<file path="src/sv/tolerance_band_pair_matcher_defines.svh">
// assertion macros for the tolerance band pair matcher
`ifndef TOLERANCE_BAND_PAIR_MATCHER_DEFINES_SVH
`define TOLERANCE_BAND_PAIR_MATCHER_DEFINES_SVH
`ifndef SYNTH
`define TBPM_ASSERT_SAME(label, clk, rst, ante, cons) \
   label: assert property (@(posedge clk) disable iff (rst) (ante) |-> (cons)) \
      else $error("%m: check failed");
`define TBPM_ASSERT_NEXT(label, clk, rst, ante, cons) \
   label: assert property (@(posedge clk) disable iff (rst) (ante) |=> (cons)) \
      else $error("%m: check failed");
`else
`define TBPM_ASSERT_SAME(label, clk, rst, ante, cons)
`define TBPM_ASSERT_NEXT(label, clk, rst, ante, cons)
`endif
`endif

</file>
<file path="src/sv/tbpm_pkg.sv">
// shared constants, types and the fit check of the pair matcher
package tbpm_pkg;
   localparam int WINDOW = 10;
   localparam int SLOT_W = $clog2(WINDOW);
   localparam int CNT_W = $clog2(WINDOW + 1);
   localparam int SIZE_W = 18;
   localparam int TAG_W = 16;
   localparam int CSR_IDX_W = 8;
   localparam int REQ_DATA_W = 40;
   localparam int RSP_DATA_W = 88;

   localparam logic [CSR_IDX_W-1:0] CSR_CLEARANCE_MIN = 8'd0;
   localparam logic [CSR_IDX_W-1:0] CSR_CLEARANCE_MAX = 8'd1;
   localparam logic [SIZE_W-1:0] CLEARANCE_MIN_RESET = 18'd500;
   localparam logic [SIZE_W-1:0] CLEARANCE_MAX_RESET = 18'd750;
   localparam logic STATUS_MATCH = 1'b0;
   localparam logic STATUS_FAIL = 1'b1;

   // commands from the controller, at most one per cycle
   typedef struct packed {
      logic store;
      logic fit_row;
      logic search_init;
      logic search_step;
      logic emit_step;
      logic fail;
      logic commit;
   } cmd_type;

   // status back from the datapath
   typedef struct packed {
      logic last_slot;
      logic full;
      logic fit_done;
      logic search_done;
      logic found;
      logic emit_done;
      logic rsp_free;
   } status_type;

   // hole fits shaft when hole - shaft lies inside the band
   function automatic logic fits(input logic [SIZE_W-1:0] hole,
                                 input logic [SIZE_W-1:0] shaft,
                                 input logic [SIZE_W-1:0] cmin,
                                 input logic [SIZE_W-1:0] cmax);
      logic [SIZE_W:0] diff;
      diff = {1'b0, hole} - {1'b0, shaft};
      return !diff[SIZE_W] && (diff[SIZE_W-1:0] >= cmin) && (diff[SIZE_W-1:0] <= cmax);
   endfunction
endpackage

</file>
<file path="src/sv/tbpm_ctrl.sv">
// controller state machine of the pair matcher
module tbpm_ctrl (
   input  logic                 clock,
   input  logic                 reset,
   input  logic                 req_tvalid,
   output logic                 req_tready,
   input  tbpm_pkg::status_type status,
   output tbpm_pkg::cmd_type    cmd
);
   typedef enum logic [2:0] {
      ST_IDLE, ST_FIT, ST_SEARCH, ST_EMIT, ST_FAIL, ST_HALT
   } state_type;

   state_type state_ff;

   // input is taken while waiting for items and, ignored, once halted
   assign req_tready = (state_ff == ST_IDLE) || (state_ff == ST_HALT);

   // command decode
   always_comb begin
      cmd = '0;
      unique case (state_ff)
         ST_IDLE: cmd.store = req_tvalid;
         ST_FIT: begin
            cmd.fit_row = !status.fit_done;
            cmd.search_init = status.fit_done;
         end
         ST_SEARCH: cmd.search_step = !status.search_done;
         ST_EMIT: begin
            cmd.commit = status.emit_done;
            cmd.emit_step = !status.emit_done && status.rsp_free;
         end
         ST_FAIL: cmd.fail = status.rsp_free;
         ST_HALT: cmd = '0;
         default: cmd = '0;
      endcase
   end

   // state register
   always_ff @(posedge clock) begin
      if (reset) begin
         state_ff <= ST_IDLE;
      end else begin
         unique case (state_ff)
            ST_IDLE: if (req_tvalid && status.last_slot) state_ff <= ST_FIT;
            ST_FIT: if (status.fit_done) state_ff <= ST_SEARCH;
            ST_SEARCH: begin
               if (status.search_done) state_ff <= status.found ? ST_EMIT : ST_FAIL;
            end
            ST_EMIT: if (status.emit_done) state_ff <= ST_IDLE;
            ST_FAIL: if (status.rsp_free) state_ff <= ST_HALT;
            ST_HALT: state_ff <= ST_HALT;
            default: state_ff <= ST_IDLE;
         endcase
      end
   end
endmodule

</file>
<file path="src/sv/tbpm_datapath.sv">
// window storage, fit table, assignment search and result register
module tbpm_datapath (
   input  logic                                clock,
   input  logic                                reset,
   input  logic [tbpm_pkg::REQ_DATA_W-1:0]     req_tdata,
   input  logic                                csr_valid,
   input  logic [tbpm_pkg::CSR_IDX_W-1:0]      csr_index,
   input  logic [tbpm_pkg::SIZE_W-1:0]         csr_data,
   input  tbpm_pkg::cmd_type                   cmd,
   output tbpm_pkg::status_type                status,
   output logic                                rsp_tvalid,
   input  logic                                rsp_tready,
   output logic [tbpm_pkg::RSP_DATA_W-1:0]     rsp_tdata,
   output logic                                rsp_tuser,
   output logic                                rsp_tlast
);
   localparam int W = tbpm_pkg::WINDOW;
   localparam int SW = tbpm_pkg::SLOT_W;
   localparam int CW = tbpm_pkg::CNT_W;
   localparam int ZW = tbpm_pkg::SIZE_W;
   localparam int TW = tbpm_pkg::TAG_W;

   // configuration
   logic [ZW-1:0] clr_min_ff, clr_max_ff;
   // window contents and compaction buffer
   logic [ZW-1:0] shaft_win_ff [W];
   logic [ZW-1:0] hole_win_ff [W];
   logic [TW-1:0] shaft_tag_ff [W];
   logic [TW-1:0] hole_tag_ff [W];
   logic [ZW-1:0] nxt_shaft_ff [W];
   logic [ZW-1:0] nxt_hole_ff [W];
   logic [TW-1:0] nxt_shaft_tag_ff [W];
   logic [TW-1:0] nxt_hole_tag_ff [W];
   logic [CW-1:0] fill_ff;
   logic [TW-1:0] arrival_ff, arrival_in;
   // fit table, one row per hole
   logic [W-1:0]  fit_ff [W];
   logic [CW-1:0] row_ff;
   logic          any_fit;
   // depth-first search state
   logic [CW-1:0] lvl_ff, lvl_in, next_ff, next_in;
   logic [SW-1:0] perm_ff [W];
   logic [CW-1:0] cnt_ff [W+1];
   logic [W-1:0]  used_ff, used_in;
   logic [CW-1:0] best_cnt_ff, best_cnt_in;
   logic [SW-1:0] best_perm_ff [W];
   logic          done_ff, done_in, take_best, descend;
   // emit state
   logic [CW-1:0] hole_i_ff, kept_ff, emitted_ff;
   logic          rsp_valid_ff, rsp_user_ff, rsp_last_ff;
   logic [tbpm_pkg::RSP_DATA_W-1:0] rsp_data_ff;

   logic [SW-1:0] fill_slot, row_slot, lvl_slot, prev_slot, next_slot, hole_slot, kept_slot;
   logic [SW-1:0] emit_shaft;
   logic [CW-1:0] lvl_prev, cur_cnt;
   logic [CW:0]   bound;
   logic          pair_fit;
   logic [ZW-1:0] in_shaft, in_hole;

   assign in_shaft = req_tdata[ZW-1:0];
   assign in_hole = req_tdata[2*ZW-1:ZW];
   assign fill_slot = fill_ff[SW-1:0];
   assign row_slot = row_ff[SW-1:0];
   assign lvl_slot = lvl_ff[SW-1:0];
   assign lvl_prev = lvl_ff - CW'(1);
   assign prev_slot = lvl_prev[SW-1:0];
   assign next_slot = next_ff[SW-1:0];
   assign hole_slot = hole_i_ff[SW-1:0];
   assign kept_slot = kept_ff[SW-1:0];
   assign cur_cnt = cnt_ff[lvl_ff];
   assign bound = {1'b0, cur_cnt} + (CW+1)'(W) - {1'b0, lvl_ff};
   assign emit_shaft = best_perm_ff[hole_slot];
   assign pair_fit = fit_ff[hole_slot][emit_shaft];
   assign arrival_in = arrival_ff + TW'(1);

   // any fit at all in the table
   always_comb begin
      any_fit = 1'b0;
      for (int i = 0; i < W; i++) any_fit = any_fit | (|fit_ff[i]);
   end

   // status towards the controller
   always_comb begin
      status.last_slot = (fill_ff == CW'(W - 1));
      status.full = (fill_ff == CW'(W));
      status.fit_done = (row_ff == CW'(W));
      status.search_done = done_ff;
      status.found = (best_cnt_ff != '0);
      status.emit_done = (hole_i_ff == CW'(W));
      status.rsp_free = !rsp_valid_ff || rsp_tready;
   end

   // one search step: leaf, prune, skip used shaft, descend or backtrack
   always_comb begin
      lvl_in = lvl_ff;
      next_in = next_ff;
      used_in = used_ff;
      best_cnt_in = best_cnt_ff;
      done_in = done_ff;
      take_best = 1'b0;
      descend = 1'b0;
      if (lvl_ff == CW'(W) && cur_cnt == CW'(W) && cur_cnt > best_cnt_ff) begin
         take_best = 1'b1;
         best_cnt_in = cur_cnt;
         done_in = 1'b1;
      end else if (lvl_ff != CW'(W) && bound > {1'b0, best_cnt_ff}
                   && next_ff != CW'(W)) begin
         if (used_ff[next_slot]) begin
            next_in = next_ff + CW'(1);
         end else begin
            descend = 1'b1;
            used_in[next_slot] = 1'b1;
            lvl_in = lvl_ff + CW'(1);
            next_in = '0;
         end
      end else begin
         if (lvl_ff == CW'(W) && cur_cnt > best_cnt_ff) begin
            take_best = 1'b1;
            best_cnt_in = cur_cnt;
         end
         if (lvl_ff == '0) begin
            done_in = 1'b1;
         end else begin
            lvl_in = lvl_prev;
            used_in[perm_ff[prev_slot]] = 1'b0;
            next_in = {{(CW-SW){1'b0}}, perm_ff[prev_slot]} + CW'(1);
         end
      end
   end

   // control registers
   always_ff @(posedge clock) begin
      if (reset) begin
         clr_min_ff <= tbpm_pkg::CLEARANCE_MIN_RESET;
         clr_max_ff <= tbpm_pkg::CLEARANCE_MAX_RESET;
         fill_ff <= '0;
         arrival_ff <= '0;
         row_ff <= '0;
         lvl_ff <= '0;
         next_ff <= '0;
         used_ff <= '0;
         best_cnt_ff <= '0;
         done_ff <= 1'b0;
         hole_i_ff <= '0;
         kept_ff <= '0;
         emitted_ff <= '0;
         rsp_valid_ff <= 1'b0;
      end else begin
         if (csr_valid && csr_index == tbpm_pkg::CSR_CLEARANCE_MIN) clr_min_ff <= csr_data;
         if (csr_valid && csr_index == tbpm_pkg::CSR_CLEARANCE_MAX) clr_max_ff <= csr_data;
         // result register loads a new transfer or empties on acceptance
         if (cmd.fail || (cmd.emit_step && pair_fit)) begin
            rsp_valid_ff <= 1'b1;
         end else if (rsp_valid_ff && rsp_tready) begin
            rsp_valid_ff <= 1'b0;
         end
         if (cmd.store) begin
            fill_ff <= fill_ff + CW'(1);
            arrival_ff <= arrival_in;
            row_ff <= '0;
         end
         if (cmd.fit_row) row_ff <= row_ff + CW'(1);
         // an empty fit table ends the search at once
         if (cmd.search_init) begin
            lvl_ff <= '0;
            next_ff <= '0;
            used_ff <= '0;
            best_cnt_ff <= '0;
            done_ff <= !any_fit;
            hole_i_ff <= '0;
            kept_ff <= '0;
            emitted_ff <= '0;
         end
         if (cmd.search_step) begin
            lvl_ff <= lvl_in;
            next_ff <= next_in;
            used_ff <= used_in;
            best_cnt_ff <= best_cnt_in;
            done_ff <= done_in;
         end
         if (cmd.emit_step) begin
            hole_i_ff <= hole_i_ff + CW'(1);
            if (pair_fit) begin
               emitted_ff <= emitted_ff + CW'(1);
            end else begin
               kept_ff <= kept_ff + CW'(1);
            end
         end
         if (cmd.commit) fill_ff <= kept_ff;
      end
   end

   // payload registers
   always_ff @(posedge clock) begin
      if (cmd.store) begin
         shaft_win_ff[fill_slot] <= in_shaft;
         hole_win_ff[fill_slot] <= in_hole;
         shaft_tag_ff[fill_slot] <= arrival_in;
         hole_tag_ff[fill_slot] <= arrival_in;
      end
      if (cmd.fit_row) begin
         for (int j = 0; j < W; j++) begin
            fit_ff[row_slot][j] <= tbpm_pkg::fits(hole_win_ff[row_slot], shaft_win_ff[j],
                                                  clr_min_ff, clr_max_ff);
         end
      end
      if (cmd.search_init) cnt_ff[0] <= '0;
      if (cmd.search_step && descend) begin
         perm_ff[lvl_slot] <= next_slot;
         cnt_ff[lvl_ff + CW'(1)] <= cur_cnt + CW'(fit_ff[lvl_slot][next_slot]);
      end
      if (cmd.search_step && take_best) begin
         for (int k = 0; k < W; k++) best_perm_ff[k] <= perm_ff[k];
      end
      if (cmd.emit_step) begin
         if (pair_fit) begin
            rsp_user_ff <= tbpm_pkg::STATUS_MATCH;
            rsp_last_ff <= (emitted_ff + CW'(1) == best_cnt_ff);
            rsp_data_ff <= {2'b00,
                            hole_win_ff[hole_slot] - shaft_win_ff[emit_shaft],
                            hole_win_ff[hole_slot], hole_tag_ff[hole_slot],
                            shaft_win_ff[emit_shaft], shaft_tag_ff[emit_shaft]};
         end else begin
            nxt_shaft_ff[kept_slot] <= shaft_win_ff[emit_shaft];
            nxt_shaft_tag_ff[kept_slot] <= shaft_tag_ff[emit_shaft];
            nxt_hole_ff[kept_slot] <= hole_win_ff[hole_slot];
            nxt_hole_tag_ff[kept_slot] <= hole_tag_ff[hole_slot];
         end
      end
      if (cmd.fail) begin
         rsp_user_ff <= tbpm_pkg::STATUS_FAIL;
         rsp_last_ff <= 1'b1;
         rsp_data_ff <= '0;
      end
      // entries beyond the kept count are rewritten before use
      if (cmd.commit) begin
         for (int k = 0; k < W; k++) begin
            shaft_win_ff[k] <= nxt_shaft_ff[k];
            shaft_tag_ff[k] <= nxt_shaft_tag_ff[k];
            hole_win_ff[k] <= nxt_hole_ff[k];
            hole_tag_ff[k] <= nxt_hole_tag_ff[k];
         end
      end
   end

   assign rsp_tvalid = rsp_valid_ff;
   assign rsp_tdata = rsp_data_ff;
   assign rsp_tuser = rsp_user_ff;
   assign rsp_tlast = rsp_last_ff;
endmodule

</file>
<file path="src/sv/tolerance_band_pair_matcher.sv">
// top level of the tolerance band pair matcher
// Usage: each req transfer carries one shaft and one hole diameter. Ten pairs fill
// the window; the tenth starts a batch. A hole fits a shaft when hole minus shaft
// lies within [clearance_min, clearance_max], set through the csr write channel
// (index 0 and 1; the user must write them only while idle, the block does not
// enforce it; csr_ready is always high). A batch builds the fit table row by row
// and then starts the search; a depth-first search over shaft to hole assignments
// in lexicographic order proceeds in search steps: 56 steps when the first
// assignment is a full match, more when some pairs fit but no full match exists;
// an empty fit table ends the search at once.
// Hole slots are then visited in order, waiting while rsp is stalled: fitting
// pairs leave on rsp in hole order, at most one per cycle, tlast on the final one;
// unfit pairs are compacted into the window. New items are refused during a batch.
// If nothing fits, one rsp transfer with tuser high and tlast high goes out and the
// block halts: req is then accepted and ignored until reset.
// A stalled rsp holds the result register and pauses the result sequence.
// Reset (synchronous) empties the window, clears the arrival count and restores
// the clearance band to 500 and 750.
`include "tolerance_band_pair_matcher_defines.svh"
module tolerance_band_pair_matcher (
   input  logic                                clock,
   input  logic                                reset,
   input  logic                                req_tvalid,
   output logic                                req_tready,
   // shaft_size [17:0], hole_size [35:18], zero pad
   input  logic [tbpm_pkg::REQ_DATA_W-1:0]     req_tdata,
   output logic                                rsp_tvalid,
   input  logic                                rsp_tready,
   // shaft_id, shaft_value, hole_id, hole_value, clearance, zero pad
   output logic [tbpm_pkg::RSP_DATA_W-1:0]     rsp_tdata,
   // status
   output logic                                rsp_tuser,
   output logic                                rsp_tlast,
   input  logic                                csr_valid,
   output logic                                csr_ready,
   input  logic [tbpm_pkg::CSR_IDX_W-1:0]      csr_index,
   input  logic [tbpm_pkg::SIZE_W-1:0]         csr_data
);
   tbpm_pkg::cmd_type    cmd;
   tbpm_pkg::status_type status;
   logic                 csr_write;

   assign csr_ready = 1'b1;
   assign csr_write = csr_valid && csr_ready;

   // controller
   tbpm_ctrl u_ctrl (
      .clock      (clock),
      .reset      (reset),
      .req_tvalid (req_tvalid),
      .req_tready (req_tready),
      .status     (status),
      .cmd        (cmd)
   );

   // datapath
   tbpm_datapath u_datapath (
      .clock      (clock),
      .reset      (reset),
      .req_tdata  (req_tdata),
      .csr_valid  (csr_write),
      .csr_index  (csr_index),
      .csr_data   (csr_data),
      .cmd        (cmd),
      .status     (status),
      .rsp_tvalid (rsp_tvalid),
      .rsp_tready (rsp_tready),
      .rsp_tdata  (rsp_tdata),
      .rsp_tuser  (rsp_tuser),
      .rsp_tlast  (rsp_tlast)
   );

   // checks
   `TBPM_ASSERT_SAME(a_one_cmd, clock, reset, 1'b1, $onehot0(cmd))
   `TBPM_ASSERT_SAME(a_store_not_full, clock, reset, cmd.store, !status.full)
   `TBPM_ASSERT_NEXT(a_fail_result, clock, reset, cmd.fail, rsp_tvalid && rsp_tuser && rsp_tlast)
endmodule
</file>
<file path="config.mk">
export PLATFORM = sky130hd
export DESIGN_NAME = tolerance_band_pair_matcher
export DESIGN_NICKNAME = d
export VERILOG_FILES = /design/src/sv/tbpm_pkg.sv /design/src/sv/tbpm_ctrl.sv /design/src/sv/tbpm_datapath.sv /design/src/sv/tolerance_band_pair_matcher.sv
export VERILOG_INCLUDE_DIRS = /design/src /design/src/sv
export SDC_FILE = /design/constraint.sdc
export NUM_CORES = 2
export LEC_CHECK = 0
export BUFFER_PORTS_ARGS = -buffer_cell sky130_fd_sc_hd__buf_4
export CORE_MARGIN = 2
export CORE_UTILIZATION = 62
export DETAILED_ROUTE_END_ITERATION = 8
export PLACE_DENSITY = 0.83
export SYNTH_ARGS = -nofsm -noshare
export SYNTH_HDL_FRONTEND = slang
export SYNTH_SLANG_ARGS = --single-unit
export TNS_END_PERCENT = 10
</file>
<file path="constraint.sdc">
create_clock -name clock -period 15.2 [get_ports clock]
set_clock_uncertainty 0.15 [all_clocks]
set_input_delay 3.04 -clock clock [delete_from_list [all_inputs] [get_ports clock]]
set_output_delay 3.04 -clock clock [all_outputs]
set_load 0.03 [all_outputs]
</file>
== Word level (Yosys, flattened, before mapping) ==
Memory sizes are Yosys's and may differ from the RTL's. A register that Yosys moved wholly into a read port is not among the register bits.
Index checks and enable logic that the tools add are counted.
Word-level totals
  latch bits: 0
  RAM bits: 1584
  output and inout port bits: 93
  register bits after elaboration: 187
  ROM bits: 0
  word-level logic and storage cells: 313
  bits of input ports: 71
  memories kept: 12
Memories
  u_datapath.hole_win_ff: words 10, width 18, read ports 2, clocked after memory_dff 2, write ports 10, RTL line tbpm_datapath.sv:27  | logic [ZW-1:0] hole_win_ff [W];
  u_datapath.nxt_hole_ff: words 10, width 18, read ports 10, clocked after memory_dff 0, write ports 1, RTL line tbpm_datapath.sv:31  | logic [ZW-1:0] nxt_hole_ff [W];
  u_datapath.nxt_shaft_ff: words 10, width 18, read ports 10, clocked after memory_dff 0, write ports 1, RTL line tbpm_datapath.sv:30  | logic [ZW-1:0] nxt_shaft_ff [W];
  u_datapath.shaft_win_ff: words 10, width 18, read ports 11, clocked after memory_dff 0, write ports 10, RTL line tbpm_datapath.sv:26  | logic [ZW-1:0] shaft_win_ff [W];
  u_datapath.hole_tag_ff: words 10, width 16, read ports 1, clocked after memory_dff 1, write ports 10, RTL line tbpm_datapath.sv:29  | logic [TW-1:0] hole_tag_ff [W];
  u_datapath.nxt_hole_tag_ff: words 10, width 16, read ports 10, clocked after memory_dff 0, write ports 1, RTL line tbpm_datapath.sv:33  | logic [TW-1:0] nxt_hole_tag_ff [W];
  6 more memories
Cells by class
  $add $sub $neg: 24
  div/mod/pow operators: 0
  equality and inequality tests: 25
  shifts and indexed selects: 0
  bitwise operators: 12
  reduce and logical (&&, ||, !) cells: 83
  $mul: 0
  mux-type cells: 112
  $lt $le $gt $ge: 27
Operator list (number)
  subtractor 18 x 18 -> 19 bit: 10
  two-way mux 4 bit: 46
  >= comparator 18 bit: 10
  <= comparator 18 bit: 10
  OR reduction 10 bit: 10
  two-way mux 10 bit: 6
  two-way mux 1 bit: 43
  two-way mux 18 bit: 2
  OR reduction 18 bit: 2
  logical AND 1 bit: 35
  adder 4 x 1 -> 4 bit (second input constant): 8
  two-way mux 16 bit: 2
  OR reduction 16 bit: 2
  equality test 4 bit (second input constant): 5
  two-way mux 3 bit: 6
  one-hot mux 3 bit (6 select lines): 1
  subtractor 18 bit: 1
  adder 16 x 1 -> 16 bit (second input constant): 1
  logical NOT 1 bit: 15
  less-than comparator 4 x 5 -> 1 bit (second input constant): 3
  != test 3 bit (second input constant): 5
  binary-select mux 1 bit (select 4 bit): 3
  bitwise AND 10 bit: 1
  inverter 10 bit: 1
  other kinds (30): 55

== Depth between registers and ports, before layout ==
An unclocked memory read counts as a cell.
  depth after elaboration: 14
  depth in mapped cells: 28
  mapped depth without buffers: 26

== Modules after synthesis ==
From an unflattened synthesis, not the netlist that was laid out.
Second synthesis, totals
  cell total of the unflattened synthesis: 8379
  area total of the unflattened synthesis: 107008.9 µm²
Modules (own cells, without submodules)
  tbpm_datapath: area an instance 106722.4 µm², times used 1, sequential area each 63380.8 µm², cells each 8340
  tbpm_ctrl: area an instance 275.3 µm², times used 1, sequential area each 60.1 µm², cells each 37
  tolerance_band_pair_matcher: area an instance 11.3 µm², times used 1, sequential area each 0.0 µm², cells each 2

== Least setup slack after synthesis ==
No wires, ideal clock.
  kind: in2reg
  start: in rsp_tready
  end: mem u_datapath.nxt_hole_ff[3][0] (netlist name), enable pin
  arrival time: 10.548 ns
  buffers on the path: 0
  required time: 14.385 ns
  setup time: 0.665 ns
  setup slack: 3.837 ns
  stages on the path: 4
  cell sequence: nor2b_1 > nor3_1 > nand3_1 > nor4_1
Between the ends
  word-level cells in the longest chain between the ends: 5
Ends and longest elaborated chain
  from (decl): RTL line tolerance_band_pair_matcher.sv:28  | input logic rsp_tready,
  logical OR 1 bit: RTL line tbpm_datapath.sv:90  | status.rsp_free = !rsp_valid_ff || rsp_tready;
  logical AND 1 bit: RTL line tbpm_ctrl.sv:31  | cmd.emit_step = !status.emit_done && status.rsp_free;
  two-way mux 1 bit: RTL line tbpm_ctrl.sv:22  | unique case (state_ff)
  two-way mux 1 bit: RTL line tbpm_datapath.sv:215  | if (cmd.emit_step) begin
  two-way mux 1 bit (not written as such): RTL line tbpm_datapath.sv:226  | nxt_hole_ff[kept_slot] <= hole_win_ff[hole_slot];
  to (decl): RTL line tbpm_datapath.sv:31
No other way between the ends.

==> impl_metrics.csv <==
group,metric,value,unit
synth,yosysTopAreaCell,"edfxtp_1",
timing,slew_violations,0,
die,die_area,0.1794,mm^2
power,switching_power,3.741,mW
route,wire_per_inst,32.34,um
clock_network,cts_buffers,215,
die,ios,164,
worst_setup_path,end_kind,"register",
synth,ys_seq_elements,2275,
clock_network,cts_num_sinks,2275,
synth,synth_common_cells,"edfxtp_1 (2076), a21o_1 (735), ha_1 (621)",
route,vias,72591,
clock_network,cts-htree-levels,4,
worst_setup_path,r2r_cells,22,
worst_setup_path,r2r-end,"u_datapath.fit_ff[1][4]$_DFFE_PP_",
placed_design,dp_hpwl,202.9,mm
final_layout,nFillCells,10845,
route,drc_errors,0,
die,initial_core_util,62.19,%
synth,syn_inst,7584,
clock_network,clk_path_buf_depth,3,
die,die_h,423.6,um
job,maxCapViolCount,0,
worst_setup_path,critPathCapture,"u_datapath.fit_ff[1][4]$_DFFE_PP_",
worst_setup_path,worst-path-max-fanout,33,
worst_setup_path,critical_path_arrival,8930,ps
worst_setup_path,crit_chain,"mux4_2 > mux4_2 > inv_1 > ha_1 > inv_1 > fa_1 > nand3_1 > a21boi_0 > o21ai_0 > nand2b_1 > a31oi_1 > o211ai_1 > a211oi_1 > o21bai_1 > a21oi_1 > xnor2_1 > ha_1 > nand2_1 > nor4_1 > a21oi_1 > a221o_1 > nor3_2",
timing,final.min_clock_period,8608,ps
placed_design,pre_cts_slack,6816,ps
die,rows,154,
placed_design,io_buffers,156,
clock_network,root_buffer,"clkbuf_16",
clock_network,clk_latency,910,ps
synth,async_flop_share,0,%
synth,ys.flop_type,"edfxtp_1",
worst_setup_path,crit_buf_inv,2,
placed_design,gp_congestion,0.9849,
worst_setup_path,crit_family,"compound AO/OA/AOI/OAI gates",
timing,fin_setup_tns,0,ps
run_status,outcome,"finished clean",
route,drt_first_pass_iters,6,
timing,setup_viol,0,
timing,fmax,0.1162,GHz
clock_network,cts_setup_buffers,0,
route,antenna_left,0,
clock_network,cts-resized-gates,0,
die,core-area,0.1755,mm^2
synth,synth-edff-count,2076,
timing,setup_ws,6592,ps
power,p_clk_share,38.6,%
route,drtIter0Drc,10505,
worst_setup_path,startpoint_type,"register",
power,switching_share,25.58,%
final_layout,post-route-util,68.81,%
synth,synth.most_common_cell,"edfxtp_1",
timing,rsz0062_at_grt,"false",
route,wl,332.6,mm
final_layout,drive_gt1_share,14.69,%
worst_setup_path,required,15520,ps
timing,tightest_slew,1346,ps
synth,avgSynthCellArea,14.39,um^2
timing,slew_headroom,9.737,%
global_routing,antenna_found_initial,9,
die,die_w,423.6,um
power,seqPwrFrac,47.6,%
final_layout,nNetsFinal,8452,
clock_network,hold_buffers,0,
power,p_per_area,121.1,mW/mm^2
worst_setup_path,cp_num_cells,22,
final_layout,syn2layout_area_growth,10.64,%
global_routing,grt_start_max_net_pins,178,
route,vias_per_cell,7.057,
synth,yosysWarnings,0,
power,p_int,10.89,mW
power,p_leak,46.60,nW
clock_network,path_clk_slew,70,ps
worst_setup_path,critPathKind,"reg -> reg",
synth,synth_area_leaders,"edfxtp_1 (57%), mux4_2 (8.3%), ha_1 (7.1%)",
global_routing,grt_pass1_wl,477.9,mm
global_routing,grt_pass1_vias,72665,
power,ir_drop,0.1352,mV
power,combPwrFrac,13.8,%
worst_setup_path,r2r_slack,6590,ps
power,p_total,14.63,mW
timing,fin_crit_sh,56.63,%
hold_path,min_path_type,"reg -> reg",
synth,ys_seq_area_share,60.76,%
global_routing,overflow,0,
timing,hold_ws,277.5,ps
synth,yosysTopAreaCellShare,57.11,%
worst_setup_path,critPathMaxStageDelay,930,ps
clock_network,cts_tree,"built",
synth,syn_area,0.1092,mm^2
worst_setup_path,crit_slowest_cell,"nor3_2",
timing,hold_violations,0,
synth,yosysUniqueCellTypes,76,
global_routing,grt_usage,36.75,%
[final cells by class]
type,instances,area (um^2),share of cell area [%]
Inverter,322,1211,1.003
Timing Repair Buffer,314,2415,1.999
Tap cell,2340,2928,2.424
Antenna cell,6,15.01,0.01243
Clock inverter,123,1567,1.297
Multi-Input combinational cell,4620,40440,33.49
Sequential cell,2275,66350,54.93
Clock buffer,286,5851,4.844
[worst min-delay path by stage]
stage | slack [ps] | start | cells past startpoint | endpoint
3_5_place_dp | 280 | u_datapath.perm_ff[9][3]$_DFFE_PP_ | 0 | u_datapath.best_perm_ff[9][3]$_DFFE_PP_
2_1_floorplan | 270 | u_datapath.perm_ff[1][0]$_DFFE_PP_ | 0 | u_datapath.best_perm_ff[1][0]$_DFFE_PP_
6_report | 280 | u_datapath.perm_ff[1][1]$_DFFE_PP_ | 0 | u_datapath.best_perm_ff[1][1]$_DFFE_PP_
4_1_cts | 280 | u_datapath.perm_ff[1][1]$_DFFE_PP_ | 0 | u_datapath.best_perm_ff[1][1]$_DFFE_PP_
3_3_place_gp | 270 | u_datapath.perm_ff[6][0]$_DFFE_PP_ | 0 | u_datapath.best_perm_ff[6][0]$_DFFE_PP_
5_1_grt | 300 | u_datapath.perm_ff[3][1]$_DFFE_PP_ | 0 | u_datapath.best_perm_ff[3][1]$_DFFE_PP_
[layout by cell type (no fill, tap or decap), drive strengths merged, types with 273 or more instances in the layout]
master / count
a21o: 735
ha: 621
mux2i: 313
nand2: 325
clkbuf: 286
mux4: 400
inv: 332
a21oi: 273
nor2: 435
edfxtp: 2076
buf: 314
[cell families (layout without fill, tap and decap cells)]
family          count (synthesis)  count (layout)  synth area share (%)
flops                        2275            2275                 60.76
buf+inv                       704            1045                 2.537
fa+ha+maj                     633             633                 7.338
xor+xnor                      167             167                 1.340
other cells                     2              23              0.006880
simple gates                 1330            1330                 5.733
compound gates               1730            1730                 10.86
mux                           743             743                 11.43
[registers in the layout, summed over array words and instances (netlist names), 180 cells and up, named ones only]
name and flops:
u_datapath.hole_tag_ff 256, u_datapath.hole_win_ff 288, u_datapath.nxt_hole_ff 180, u_datapath.nxt_shaft_ff 180, u_datapath.shaft_tag_ff 256, u_datapath.shaft_win_ff 288
[per-layer routing]
layer | part of all wire (%) | GRT usage, %
met5 | 0.0036 | 0
met4 | 7.6 | 24.39
met3 | 12 | 8.563
met2 | 47 | 58.50
met1 | 33 | 45.15
[stage by stage]
stage                     std cells  instance area [um^2]
final                         10286                120800
after global routing          10284                120800
after CTS                     10279                120700
after detailed placement       9870                113300
after global placement         9870                113300
after floorplan                7599                109200
[power by group through the flow]
| stage | combinational, mW | sequential, mW | clock (mW) |
|---|---|---|---|
| floorplan | 1.35 | 7.08 | 0 |
| global placement | 1.88 | 7.08 | 0 |
| detailed placement | 1.94 | 7.09 | 0 |
| CTS | 1.97 | 6.96 | 5.63 |
| global route | 2.21 | 6.96 | 5.86 |
| finish | 2.02 | 6.96 | 5.64 |
Note: power is estimated with default switching activity, not from simulation.
